[config.mk]
export PLATFORM = sky130hd
export DESIGN_NAME = gvs_ctrl
export DESIGN_NICKNAME = d
export VERILOG_FILES = /design/src/design/gvs_pkg.sv /design/src/design/gvs_ctrl.sv
export SDC_FILE = /design/constraint.sdc
export NUM_CORES = 1
export LEC_CHECK = 0
export BUFFER_PORTS_ARGS = -buffer_cell sky130_fd_sc_hd__buf_2
export CORE_AREA = 2 2 39 41
export DETAILED_ROUTE_END_ITERATION = 7
export DIE_AREA = 0 0 41 43
export PLACE_DENSITY_LB_ADDON = 0.15
export RECOVER_POWER = 100
export SYNTH_ARGS = -nofsm -noshare
export SYNTH_HDL_FRONTEND = slang
export SYNTH_SLANG_ARGS = --single-unit
[constraint.sdc]
create_clock -name clk -period 2.45 [get_ports clk]
set_input_delay 0.3675 -clock clk [delete_from_list [all_inputs] [get_ports clk]]
set_output_delay 0.3675 -clock clk [all_outputs]
set_load 0.005 [all_outputs]
[src/design/gvs_pkg.sv]
// Shared types, constants and control codes of the grid vorticity stencil.
package gvs_pkg;

  localparam int MAX_ROW_LEN_DEF = 1024;
  localparam int FRAC_BITS_DEF   = 16;
  localparam int CFG_DATA_W      = 16;

  // Register indexes of the configuration port
  localparam logic REG_ROW_LENGTH = 1'b0;
  localparam logic REG_ROW_COUNT  = 1'b1;

  typedef struct packed {
    logic signed [31:0] x;
    logic signed [31:0] y;
    logic signed [31:0] u;
    logic signed [31:0] v;
  } sample_t;

  // Result jobs for one input, in delivery order
  typedef enum logic [1:0] {
    JOB_PREV_ROW    = 2'd0,  // same column of the previous row
    JOB_LAST_PREV   = 2'd1,  // previous column of the last row
    JOB_LAST_CORNER = 2'd2   // corner point of the last row
  } job_t;

  typedef enum logic [3:0] {
    S_IDLE,
    S_RD1,
    S_RD2,
    S_STARTX,
    S_DIVX,
    S_STARTY,
    S_DIVY,
    S_DIFF,
    S_LOAD,
    S_COMMIT
  } state_t;

  typedef struct packed {
    logic capture;
    logic rd_next;
    logic latch_old;
    logic latch_nxt;
    job_t job;
    logic div_start;
    logic div_sel_y;
    logic latch_qx;
    logic latch_qy;
    logic latch_diff;
    logic load_out;
    logic last;
    logic commit;
  } cmd_t;

  typedef struct packed {
    logic en_prev_row;
    logic en_last_prev;
    logic en_last_corner;
    logic div_done;
    logic out_busy;
  } status_t;

endpackage

[src/design/gvs_ctrl.sv]
// Controller: sequences line buffer reads, result jobs, divisions and commit.
module gvs_ctrl (
  input  logic             clk,
  input  logic             rst,
  input  logic             in_valid,
  input  gvs_pkg::status_t status,
  output gvs_pkg::cmd_t    cmd
);
  gvs_pkg::state_t state, state_next;
  gvs_pkg::job_t   job, job_next;
  gvs_pkg::job_t   first_job, after_job;
  logic            any_job, has_after;

  always_ff @(posedge clk) begin
    if (rst) begin
      state <= gvs_pkg::S_IDLE;
      job   <= gvs_pkg::JOB_PREV_ROW;
    end else begin
      state <= state_next;
      job   <= job_next;
    end
  end

  // First enabled job, and the job after the current one
  always_comb begin
    any_job   = status.en_prev_row | status.en_last_prev | status.en_last_corner;
    first_job = status.en_prev_row  ? gvs_pkg::JOB_PREV_ROW :
                status.en_last_prev ? gvs_pkg::JOB_LAST_PREV : gvs_pkg::JOB_LAST_CORNER;
    has_after = 1'b0;
    after_job = gvs_pkg::JOB_LAST_CORNER;
    unique case (job)
      gvs_pkg::JOB_PREV_ROW: begin
        has_after = status.en_last_prev | status.en_last_corner;
        after_job = status.en_last_prev ? gvs_pkg::JOB_LAST_PREV : gvs_pkg::JOB_LAST_CORNER;
      end
      gvs_pkg::JOB_LAST_PREV: begin
        has_after = status.en_last_corner;
      end
      gvs_pkg::JOB_LAST_CORNER: ;
      default: ;
    endcase
  end

  // Next state
  always_comb begin
    state_next = state;
    job_next   = job;
    unique case (state)
      gvs_pkg::S_IDLE:   if (in_valid) state_next = gvs_pkg::S_RD1;
      gvs_pkg::S_RD1:    state_next = gvs_pkg::S_RD2;
      gvs_pkg::S_RD2: begin
        job_next   = first_job;
        state_next = any_job ? gvs_pkg::S_STARTX : gvs_pkg::S_COMMIT;
      end
      gvs_pkg::S_STARTX: state_next = gvs_pkg::S_DIVX;
      gvs_pkg::S_DIVX:   if (status.div_done) state_next = gvs_pkg::S_STARTY;
      gvs_pkg::S_STARTY: state_next = gvs_pkg::S_DIVY;
      gvs_pkg::S_DIVY:   if (status.div_done) state_next = gvs_pkg::S_DIFF;
      gvs_pkg::S_DIFF:   state_next = gvs_pkg::S_LOAD;
      gvs_pkg::S_LOAD: begin
        if (!status.out_busy) begin
          if (has_after) begin
            job_next   = after_job;
            state_next = gvs_pkg::S_STARTX;
          end else begin
            state_next = gvs_pkg::S_COMMIT;
          end
        end
      end
      gvs_pkg::S_COMMIT: state_next = gvs_pkg::S_IDLE;
      default:           state_next = gvs_pkg::S_IDLE;
    endcase
  end

  // Commands
  always_comb begin
    cmd      = '0;
    cmd.job  = job;
    cmd.last = !has_after;
    unique case (state)
      gvs_pkg::S_IDLE:   cmd.capture = 1'b1;
      gvs_pkg::S_RD1: begin
        cmd.latch_old = 1'b1;
        cmd.rd_next   = 1'b1;
      end
      gvs_pkg::S_RD2:    cmd.latch_nxt = 1'b1;
      gvs_pkg::S_STARTX: cmd.div_start = 1'b1;
      gvs_pkg::S_DIVX:   cmd.latch_qx = status.div_done;
      gvs_pkg::S_STARTY: begin
        cmd.div_start = 1'b1;
        cmd.div_sel_y = 1'b1;
      end
      gvs_pkg::S_DIVY:   cmd.latch_qy = status.div_done;
      gvs_pkg::S_DIFF:   cmd.latch_diff = 1'b1;
      gvs_pkg::S_LOAD:   cmd.load_out = !status.out_busy;
      gvs_pkg::S_COMMIT: cmd.commit = 1'b1;
      default: ;
    endcase
  end
endmodule

==> results of run 1 <==
==> power breakdown <==
| group | switching (uW) | internal (uW) |
|---|---|---|
| Sequential | 11.3 | 103 |
| Combinational | 29.8 | 26.6 |
| Clock | 38.0 | 55.6 |
==> kinds of logic after synthesis <==
| group | Yosys count | synth area share |
|---|---|---|
| buf+inv | 11 | 0.114 |
| flops | 6 | 0.255 |
| compound gates | 17 | 0.247 |
| xor+xnor | 1 | 0.0186 |
| simple gates | 33 | 0.366 |
==> layout by cell type (no fill, tap or decap) <==
master / count
a221oi_1: 2
or4_1: 2
o221a_2: 1
inv_1: 5
clkbuf_1: 11
o22a_1: 1
clkbuf_4: 3
o21bai_1: 1
nand3_1: 1
nor4_1: 1
o21ai_0: 3
a31oi_1: 2
nor3_1: 5
nand2_1: 7
or3b_1: 1
and3b_1: 1
or4b_1: 1
a21oi_1: 4
o22ai_1: 1
a211oi_2: 1
xor2_1: 1
clkbuf_2: 1
dfxtp_1: 6
buf_2: 9
nand2b_1: 6
nor2_1: 8
o21ai_1: 1
==> per-stage QoR <==
step,hold slack [ps],instance area (um^2),cells,util,power (uW)
after global placement,475,562,99,0.406,175
after CTS,364,584,102,0.422,271
after floorplan,437,472,68,-,152
after global routing,359,571,102,0.412,287
after detailed placement,474,562,99,0.406,175
final,370,571,102,0.412,265
==> layer usage <==
layer | vias to the layer above | global-route usage
li1 | 280 | -
met1 | 216 | 0.204
met2 | 23 | 0.197
met3 | 2 | 0.0314
met4 | 0 | 0.120
met5 | - | 0
==> sequential cells by signal, indices dropped and copies added (netlist names) <==
| register | count |
|---|---|
| state | 4 |
| job | 2 |
==> worst reg2reg max path, delay by kind of cell (launching register included) <==
family,cells,cell delay [ps]
flip-flops,1,420
AO/OA/AOI/OAI,2,500
AND/OR/NAND/NOR,1,690
==> cell type report <==
type / instances / area, um^2
multi-input cells: 51 / 298
clock buffers: 3 / 22.5
fillers: 164 / 813
flip-flops and latches: 6 / 120
repair buffers: 21 / 91.3
well taps: 16 / 20.0
inverters: 5 / 18.8
==> worst max path at each step <==
stage	startpoint	depth (start not counted)	slack [ps]	endpoint
after detailed placement	state[1]$_SDFFE_PP0P_	3	750	job[1]$_SDFFE_PP0P_
after floorplan	state[3]$_SDFFE_PP0P_	5	980	job[0]$_SDFFE_PP0P_
final	state[1]$_SDFFE_PP0P_	3	470	cmd[2]
after CTS	state[1]$_SDFFE_PP0P_	3	470	cmd[2]
after global placement	state[1]$_SDFFE_PP0P_	3	750	cmd[2]
after global routing	state[0]$_SDFFE_PP0P_	3	370	cmd[2]
==> results.py, run 1 <==
metrics = {
    "grt": {
        "grt_pass1_vias": 414,
        "grt_usage": 0.151,
        "grt_antenna_before_repair": 0,
        "grt_max_degree": 15,
        "grt_overflow_total": 0,
        "grt_first_pass_wirelength_mm": 1.79,
    },
    "status": {
        "outcome": "finished clean",
    },
    "power": {
        "ir_drop_mv": 0.151,
        "p_per_area_nw_per_um2": 464,
        "leakage_uw": 0.000224,
    },
    "routing": {
        "drcViolationCount": 0,
        "wl_per_cell_um": 11.5,
        "firstDrtPassIters": 4,
        "wl_met2_um": 474,
        "antenna_left": 0,
        "drt-initial-drc-count": 11,
        "met1Wirelength_um": 586,
        "met3_length_um": 99,
        "routed.top_layer": "met4",
        "finalWirelength_mm": 1.17,
        "vias_per_cell": 5.11,
        "vias": 521,
    },
    "placed_design": {
        "dpl.hpwl_um": 853,
        "port_buffers": 21,
        "gp_congestion": 0.793,
        "pre_cts_slack_ps": 748,
    },
    "setup_path": {
        "cpPeakStageDelay_ps": 690,
        "r2r_start": "state[1]$_SDFFE_PP0P_",
        "startpoint_type": "flop",
        "crit_buf_inv": 1,
        "critical-path-top-delay-family": "simple AND/OR/NAND/NOR gates",
        "crit_fanout": 14,
        "reg2reg_to": "job[1]$_SDFFE_PP0P_",
        "r2r_cells": 3,
        "critPathCaptureType": "primary output",
        "ff2ff_setup_slack_ps": 740,
        "critical_path_arrival_ps": 1610,
        "critical_path_class": "flop to primary output",
        "crit_slowest_cell": "or4b_1",
        "path_cells": "or4b_1 -> nor2_1 -> clkbuf_2",
        "required_ps": 2080,
    },
    "timing": {
        "finalWorstSetupSlack_ps": 470,
        "max_slew_margin": 0.701,
        "fin_setup_tns_ps": 0,
        "clock_skew_ps": 5.84,
        "finalCritPeriodShare": 0.808,
        "fin_crit_ps": 1980,
        "hold_viol_final": 0,
        "rsz0062_at_grt": "false",
        "setup_viol": 0,
        "worst_pin_slew_ps": 449,
        "fmax_ghz": 0.505,
        "drv_slew": 0,
    },
    "worst_hold_path": {
        "hold_depth": 2,
        "holdPathEnd": "state[3]$_SDFFE_PP0P_",
        "worstHoldStart": "rst",
        "hp-class": "input pin to flop",
    },
    "synthesis": {
        "yosysSeqAreaShare": 0.255,
        "syn_nets": 76,
        "synth_seq_cells": 6,
        "yosys_warnings": 0,
        "synth_common_cells": "nor2_1 (8), nand2_1 (7), dfxtp_1 (6), nand2b_1 (6)",
        "yosys-top-cells-area": "dfxtp_1 (25%), nand2b_1 (8.0%), nor2_1 (6.4%)",
        "synthArstFlopShare": 0,
        "post_synth.cell_area_avg_um2": 6.94,
        "synth_ff_type": "dfxtp_1",
        "yosysMostFrequentCell": "nor2_1",
        "netlist_instances": 68,
        "yosys.area.top_type": "dfxtp_1",
        "yosys.cell_types.count": 27,
        "yosysTopAreaCellShare": 0.255,
        "netlist_area_um2": 472,
        "synth_edf_count": 0,
    },
    "clocking": {
        "ctsLongestPathBuffers": 2,
        "ctsRootBufferMaster": "clkbuf_4",
        "cts_made_buffers": 3,
        "post_cts_buffers": 0,
        "postCtsResizedCells": 0,
        "postCtsHoldBufs": 0,
        "clk_pin_slew_ps": 50,
        "htree_levels": 1,
        "clk_latency_ps": 250,
        "clock-sinks": 6,
        "cts_tree": "done",
    },
    "floorplan": {
        "std_cell_rows": 14,
        "core-area_um2": 1380,
        "dieArea_um2": 1760,
        "io_pins": 22,
        "initial_utilization": 0.341,
        "die_width_um": 41,
        "die-height_um": 43,
    },
    "final_layout": {
        "area_delta_synth_final_pct": 21.0,
        "fin_nets": 96,
        "drive_gt1_frac": 0.174,
        "num_antenna_cells": 0,
    },
    "job": {
        "maxCapViolations": 0,
    },
}
No activity file was read; power rests on OpenSTA's default activity.
==> run 2: changes to the inputs <==
==> constraint.sdc (replaced) <==
create_clock -name clk -period 1.6 [get_ports clk]
set_input_delay 0.24 -clock clk [delete_from_list [all_inputs] [get_ports clk]]
set_output_delay 0.24 -clock clk [all_outputs]
set_load 0.005 [all_outputs]
==> run 2 against run 1 <==
Flip-flop and latch count did not move; combinational power rose by 120%; clock power rose by 41%; clock skew fell by 2.5 ps; highest routed layer unchanged; critical endpoint is now job[1]$_SDFFE_PP0P_; largest cell class unchanged; non-clock buffer count rose by 8; final cell count rose by 7.8%; sequential share of layout area fell by 3.1 points; the run now ends with setup timing left; worst setup slack got worse by 470 ps; die area did not move.
==> results.py, run 2 (synthesis gave the netlist of run 1 again) <==
metrics = {
    "power": {
        "swShare": 0.294,
        "combPwrFrac": 0.291,
        "ir_drop_mv": 0.463,
        "leakage_uw": 0.000294,
        "seqPwrFrac": 0.395,
        "p_sw_uw": 124,
        "power_frac_clock": 0.314,
        "intPower_uw": 297,
        "p_per_area_nw_per_um2": 621,
    },
    "job": {
        "maxCapViolations": 0,
    },
    "timing": {
        "finalCritPeriodShare": 1.00,
        "hold_viol_final": 0,
        "fmax_ghz": 0.625,
        "finalWorstSetupSlack_ps": -0.730,
        "fin_setup_tns_ps": -0.730,
        "fin_crit_ps": 1600,
        "setup_viol": 1,
        "max_slew_margin": 0.819,
        "clock_skew_ps": 3.30,
        "worst_pin_slew_ps": 269,
        "drv_slew": 0,
    },
    "floorplan": {
        "die-height_um": 43,
        "dieArea_um2": 1760,
        "initial_utilization": 0.341,
        "io_pins": 22,
        "core-area_um2": 1380,
        "die_width_um": 41,
        "std_cell_rows": 14,
    },
    "clocking": {
        "ctsRootBufferMaster": "clkbuf_4",
        "clk_pin_slew_ps": 40,
        "clock-sinks": 6,
        "cts_tree": "done",
        "postCtsHoldBufs": 0,
        "ctsLongestPathBuffers": 2,
        "clk_latency_ps": 240,
        "htree_levels": 1,
        "cts_made_buffers": 3,
    },
    "final_layout": {
        "largest-register": "state",
        "area_delta_synth_final_pct": 43.5,
        "largest_reg_flops": 4,
        "final_util": 0.489,
        "fin_nets": 104,
        "num_antenna_cells": 0,
        "final_common_cell": "buf_2",
        "fillers": 140,
        "reg_top3": "state: 4 flops, job: 2 flops",
        "drive_gt1_frac": 0.362,
        "final_cell_mix": "buf_2 (15), nor2_1 (8), nand2_1 (7), clkbuf_1 (7), buf_4 (6)",
    },
    "setup_path": {
        "critPathCaptureType": "flop",
        "critical_path_class": "flop to flop",
        "critical_path_arrival_ps": 1750,
        "crit_fanout": 6,
        "startpoint_type": "flop",
        "required_ps": 1740,
    },
    "worst_hold_path": {
        "hp-class": "input pin to flop",
    },
    "placed_design": {
        "port_buffers": 21,
        "gp_congestion": 0.767,
        "dpl.hpwl_um": 978,
    },
    "grt": {
        "grt_antenna_before_repair": 0,
        "grt_overflow_total": 0,
        "grt_usage": 0.158,
        "grt_first_pass_wirelength_mm": 1.88,
        "grt_pass1_vias": 450,
        "grt_max_degree": 10,
    },
    "routing": {
        "drcViolationCount": 0,
        "antenna_left": 0,
        "wl_per_cell_um": 12.3,
        "vias_per_cell": 5.30,
        "vias": 583,
        "finalWirelength_mm": 1.35,
        "drt-initial-drc-count": 17,
        "firstDrtPassIters": 4,
    },
    "status": {
        "violations": "setup timing",
        "outcome": "complete, but fails checks",
    },
}
## run 2: changes by cell type in the layout (fill, tap and decap cells not counted), sizes merged
cell,delta
clkbuf,-5
buf,+13
## run 2: area by class of cell
type                       count  area (um^2)  area share
multi-input combinational     51          337       0.497
timing repair buffer          29          158       0.233
sequential                     6          121       0.179
clock buffer                   3         22.5      0.0333
tap                           16         20.0      0.0296
inverter                       5         18.8      0.0277
## run 2: worst paths after layout
path                              start                    end  slack, ps  cells past startpoint
setup / recovery  state[1]$_SDFFE_PP0P_    job[1]$_SDFFE_PP0P_       -0.7                      4
hold / removal                      rst    job[0]$_SDFFE_PP0P_        270                      2
setup reg to reg  state[1]$_SDFFE_PP0P_    job[1]$_SDFFE_PP0P_       -0.7                      4
hold reg to reg   state[3]$_SDFFE_PP0P_  state[2]$_SDFFE_PP0P_        480                      1
## run 2: layer usage
| metal | GRT usage | vias to the layer above | share of wire |
|---|---|---|---|
| li1 | - | 296 | - |
| met1 | 0.210 | 260 | 0.46 |
| met2 | 0.231 | 23 | 0.46 |
| met3 | 0 | 4 | 0.058 |
| met4 | 0.120 | 0 | 0.017 |
| met5 | 0 | - | 0 |
## run 2: worst max-delay path: stages, from the launching register on
cell and delay (ps):
dfxtp_2 330, or4b_4 540, buf_6 150, o22a_1 200
a221oi_2 290
## run 2: power groups by stage
stage / Combinational (uW) / Clock [uW] / Sequential (uW)
global route: 136 / 149 / 167
floorplan: 66.0 / 0 / 167
CTS: 115 / 141 / 166
detailed placement: 115 / 0 / 168
finish: 122 / 132 / 166
global placement: 116 / 0 / 167
## run 2: per-stage QoR
stage / total power [uW] / cell area [um^2] / hold slack (ps) / instances / setup WS, ps
after global placement: 283 / 614 / 462 / 106 / 56.9
after detailed placement: 283 / 614 / 470 / 106 / 32.8
after global routing: 452 / 677 / 274 / 110 / -21.6
after CTS: 422 / 648 / 261 / 110 / 11.0
final: 421 / 677 / 269 / 110 / -0.730
after floorplan: 233 / 472 / 309 / 68 / 128
## run 2: timing repair
item,in CTS,in global routing
setup endpoints to repair,1,6
buffers inserted,1,0
pin swaps,1,2
gates resized for setup,1,8
cloned,0,0
==> run 3: changes to the inputs <==
--- a/config.mk
+++ b/config.mk
@@ -5,10 +5,11 @@
 export SDC_FILE = /design/constraint.sdc
 export NUM_CORES = 1
 export LEC_CHECK = 0
+export ABC_CLOCK_PERIOD_IN_PS = 1600
 export BUFFER_PORTS_ARGS = -buffer_cell sky130_fd_sc_hd__buf_2
-export CORE_AREA = 2 2 39 41
+export CORE_MARGIN = 2
+export CORE_UTILIZATION = 36
 export DETAILED_ROUTE_END_ITERATION = 7
-export DIE_AREA = 0 0 41 43
 export PLACE_DENSITY_LB_ADDON = 0.15
 export RECOVER_POWER = 100
 export SYNTH_ARGS = -nofsm -noshare
==> run 3 against run 2 <==
Highest routed layer unchanged; flip-flop and latch count is the same; the flow now finishes without violations; non-clock buffer count shrank 1; critical path depth shrank 1; combinational power down 3%; count of clock-buffer cells in the layout stayed put; clock skew up 1.5 ps; global-route usage up 4.4 points; largest cell class unchanged; routed wire length is 4.4% higher; register-to-register slack improved by 40 ps; clock power increased by 17%; sequential power barely moved; design area shrank 3.1%.
==> results.py, run 3 (synthesis gave the netlist of run 1 again) <==
metrics = {
    "power": {
        "combPwrFrac": 0.270,
        "leakage_uw": 0.000314,
        "p_sw_uw": 139,
        "ir_drop_mv": 0.404,
        "swShare": 0.318,
        "p_per_area_nw_per_um2": 666,
        "seqPwrFrac": 0.377,
        "power_frac_clock": 0.353,
        "intPower_uw": 298,
    },
    "timing": {
        "finalWorstSetupSlack_ps": 18.6,
        "max_slew_margin": 0.815,
        "worst_pin_slew_ps": 278,
        "finalCritPeriodShare": 0.988,
        "fmax_ghz": 0.632,
        "fin_crit_ps": 1580,
        "drv_slew": 0,
        "rsz0062_at_grt": "true",
        "clock_skew_ps": 4.79,
        "hold_viol_final": 0,
        "setup_viol": 0,
    },
    "job": {
        "maxCapViolations": 0,
    },
    "worst_hold_path": {
        "holdPathEnd": "job[0]$_SDFFE_PP0P_",
        "hp-class": "input pin to flop",
        "worstHoldStart": "rst",
        "hold_depth": 2,
    },
    "grt": {
        "grt_usage": 0.202,
        "grt_max_degree": 13,
        "grt_antenna_before_repair": 0,
        "grt_overflow_total": 0,
        "grt_first_pass_wirelength_mm": 2.12,
        "grt_pass1_vias": 488,
    },
    "setup_path": {
        "startpoint_type": "flop",
        "r2r_cells": 5,
        "critical_path_class": "flop to primary output",
        "critPathCaptureType": "primary output",
        "crit_start": "state[1]$_SDFFE_PP0P_",
        "critical_path_arrival_ps": 1340,
        "ff2ff_setup_slack_ps": 40,
        "reg2reg_to": "state[1]$_SDFFE_PP0P_",
        "r2r_start": "state[1]$_SDFFE_PP0P_",
        "crit_fanout": 4,
        "required_ps": 1360,
    },
    "routing": {
        "drt-initial-drc-count": 19,
        "antenna_left": 0,
        "vias": 581,
        "vias_per_cell": 5.38,
        "drcViolationCount": 0,
        "finalWirelength_mm": 1.41,
        "wl_per_cell_um": 13.1,
        "firstDrtPassIters": 4,
    },
    "placed_design": {
        "placed_cells_incl_taps": 103,
        "dpl-instance-area_um2": 598,
        "dpl.hpwl_um": 959,
        "port_buffers": 21,
        "pre_cts_slack_ps": 51.0,
        "gp_congestion": 0.744,
    },
    "floorplan": {
        "std_cell_rows": 13,
        "core-area_um2": 1270,
        "initial_utilization": 0.372,
        "die_width_um": 40.2,
        "die-height_um": 40.2,
        "io_pins": 22,
        "dieArea_um2": 1620,
    },
    "final_layout": {
        "final_cell_mix": "buf_2 (21), nor2_1 (8), nand2_1 (7)",
        "area_delta_synth_final_pct": 39.0,
        "num_antenna_cells": 0,
        "reg_top3": "state: 4 flops, job: 2 flops",
        "final_common_cell": "buf_2",
        "drive_gt1_frac": 0.398,
        "stdcell_count": 108,
        "stdcell_area_um2": 656,
        "largest_reg_flops": 4,
        "fin_nets": 103,
        "largest-register": "state",
    },
    "clocking": {
        "htree_levels": 1,
        "postCtsHoldBufs": 0,
        "ctsLongestPathBuffers": 2,
        "cts_made_buffers": 3,
        "clock-sinks": 6,
        "clk_latency_ps": 250,
        "ctsRootBufferMaster": "clkbuf_4",
        "cts_tree": "done",
        "clk_pin_slew_ps": 60,
    },
    "status": {
        "outcome": "finished clean",
    },
}
-- run 3: power by group through the flow --
stage | clock, uW | sequential [uW] | combinational [uW]
6_report | 154 | 165 | 118
5_1_grt | 164 | 167 | 129
4_1_cts | 152 | 164 | 113
3_5_place_dp | 0 | 166 | 112
3_3_place_gp | 0 | 166 | 111
2_1_floorplan | 0 | 167 | 66.0
-- run 3: worst max path at each step --
stage | cells after the start | slack, ps | to
2_1_floorplan | 5 | 130 | job[0]$_SDFFE_PP0P_
3_3_place_gp | 3 | 90 | job[1]$_SDFFE_PP0P_
3_5_place_dp | 4 | 50 | job[0]$_SDFFE_PP0P_
4_1_cts | 3 | 4 | cmd[2]
5_1_grt | 3 | -50 | cmd[2]
6_report | 3 | 20 | cmd[2]
-- run 3: repair_timing --
action                                  in CTS  in global routing
pin swaps                                    1                  2
endpoints found under the setup margin       2                  5
buffers inserted                             1                  1
resized for setup                            1                  5
-- run 3: worst max-delay path, cell delays in order, from the launching register on --
cell     delay, ps
dfxtp_2        330
or4b_4         550
nor2_1         100
buf_2          110
-- run 3: final cells by class --
| type | instances | area (um^2) |
|---|---|---|
| fillers | 138 | 613 |
| well taps | 15 | 18.8 |
| repair buffers | 28 | 161 |
| flip-flops and latches | 6 | 121 |
| inverters | 5 | 18.8 |
| multi-input cells | 51 | 313 |
| clock buffers | 3 | 22.5 |
-- run 3: per-layer routing --
metal  track usage  vias to the layer above  share of wire
li1              -                      291              -
met1         0.269                      275           0.46
met2         0.310                       12           0.49
met3        0.0500                        3          0.032
met4        0.0750                        0          0.011
met5             0                        -              0
-- run 3: per-stage QoR --
| step | hold slack (ps) | total power [uW] | setup TNS, ps | util |
|---|---|---|---|---|
| finish | 247 | 437 | 0 | 0.517 |
| floorplan | 309 | 233 | 0 | - |
| global route | 254 | 460 | -99.3 | 0.517 |
| CTS | 244 | 430 | 0 | 0.498 |
| detailed placement | 475 | 278 | 0 | 0.471 |
| global placement | 466 | 277 | 0 | 0.471 |
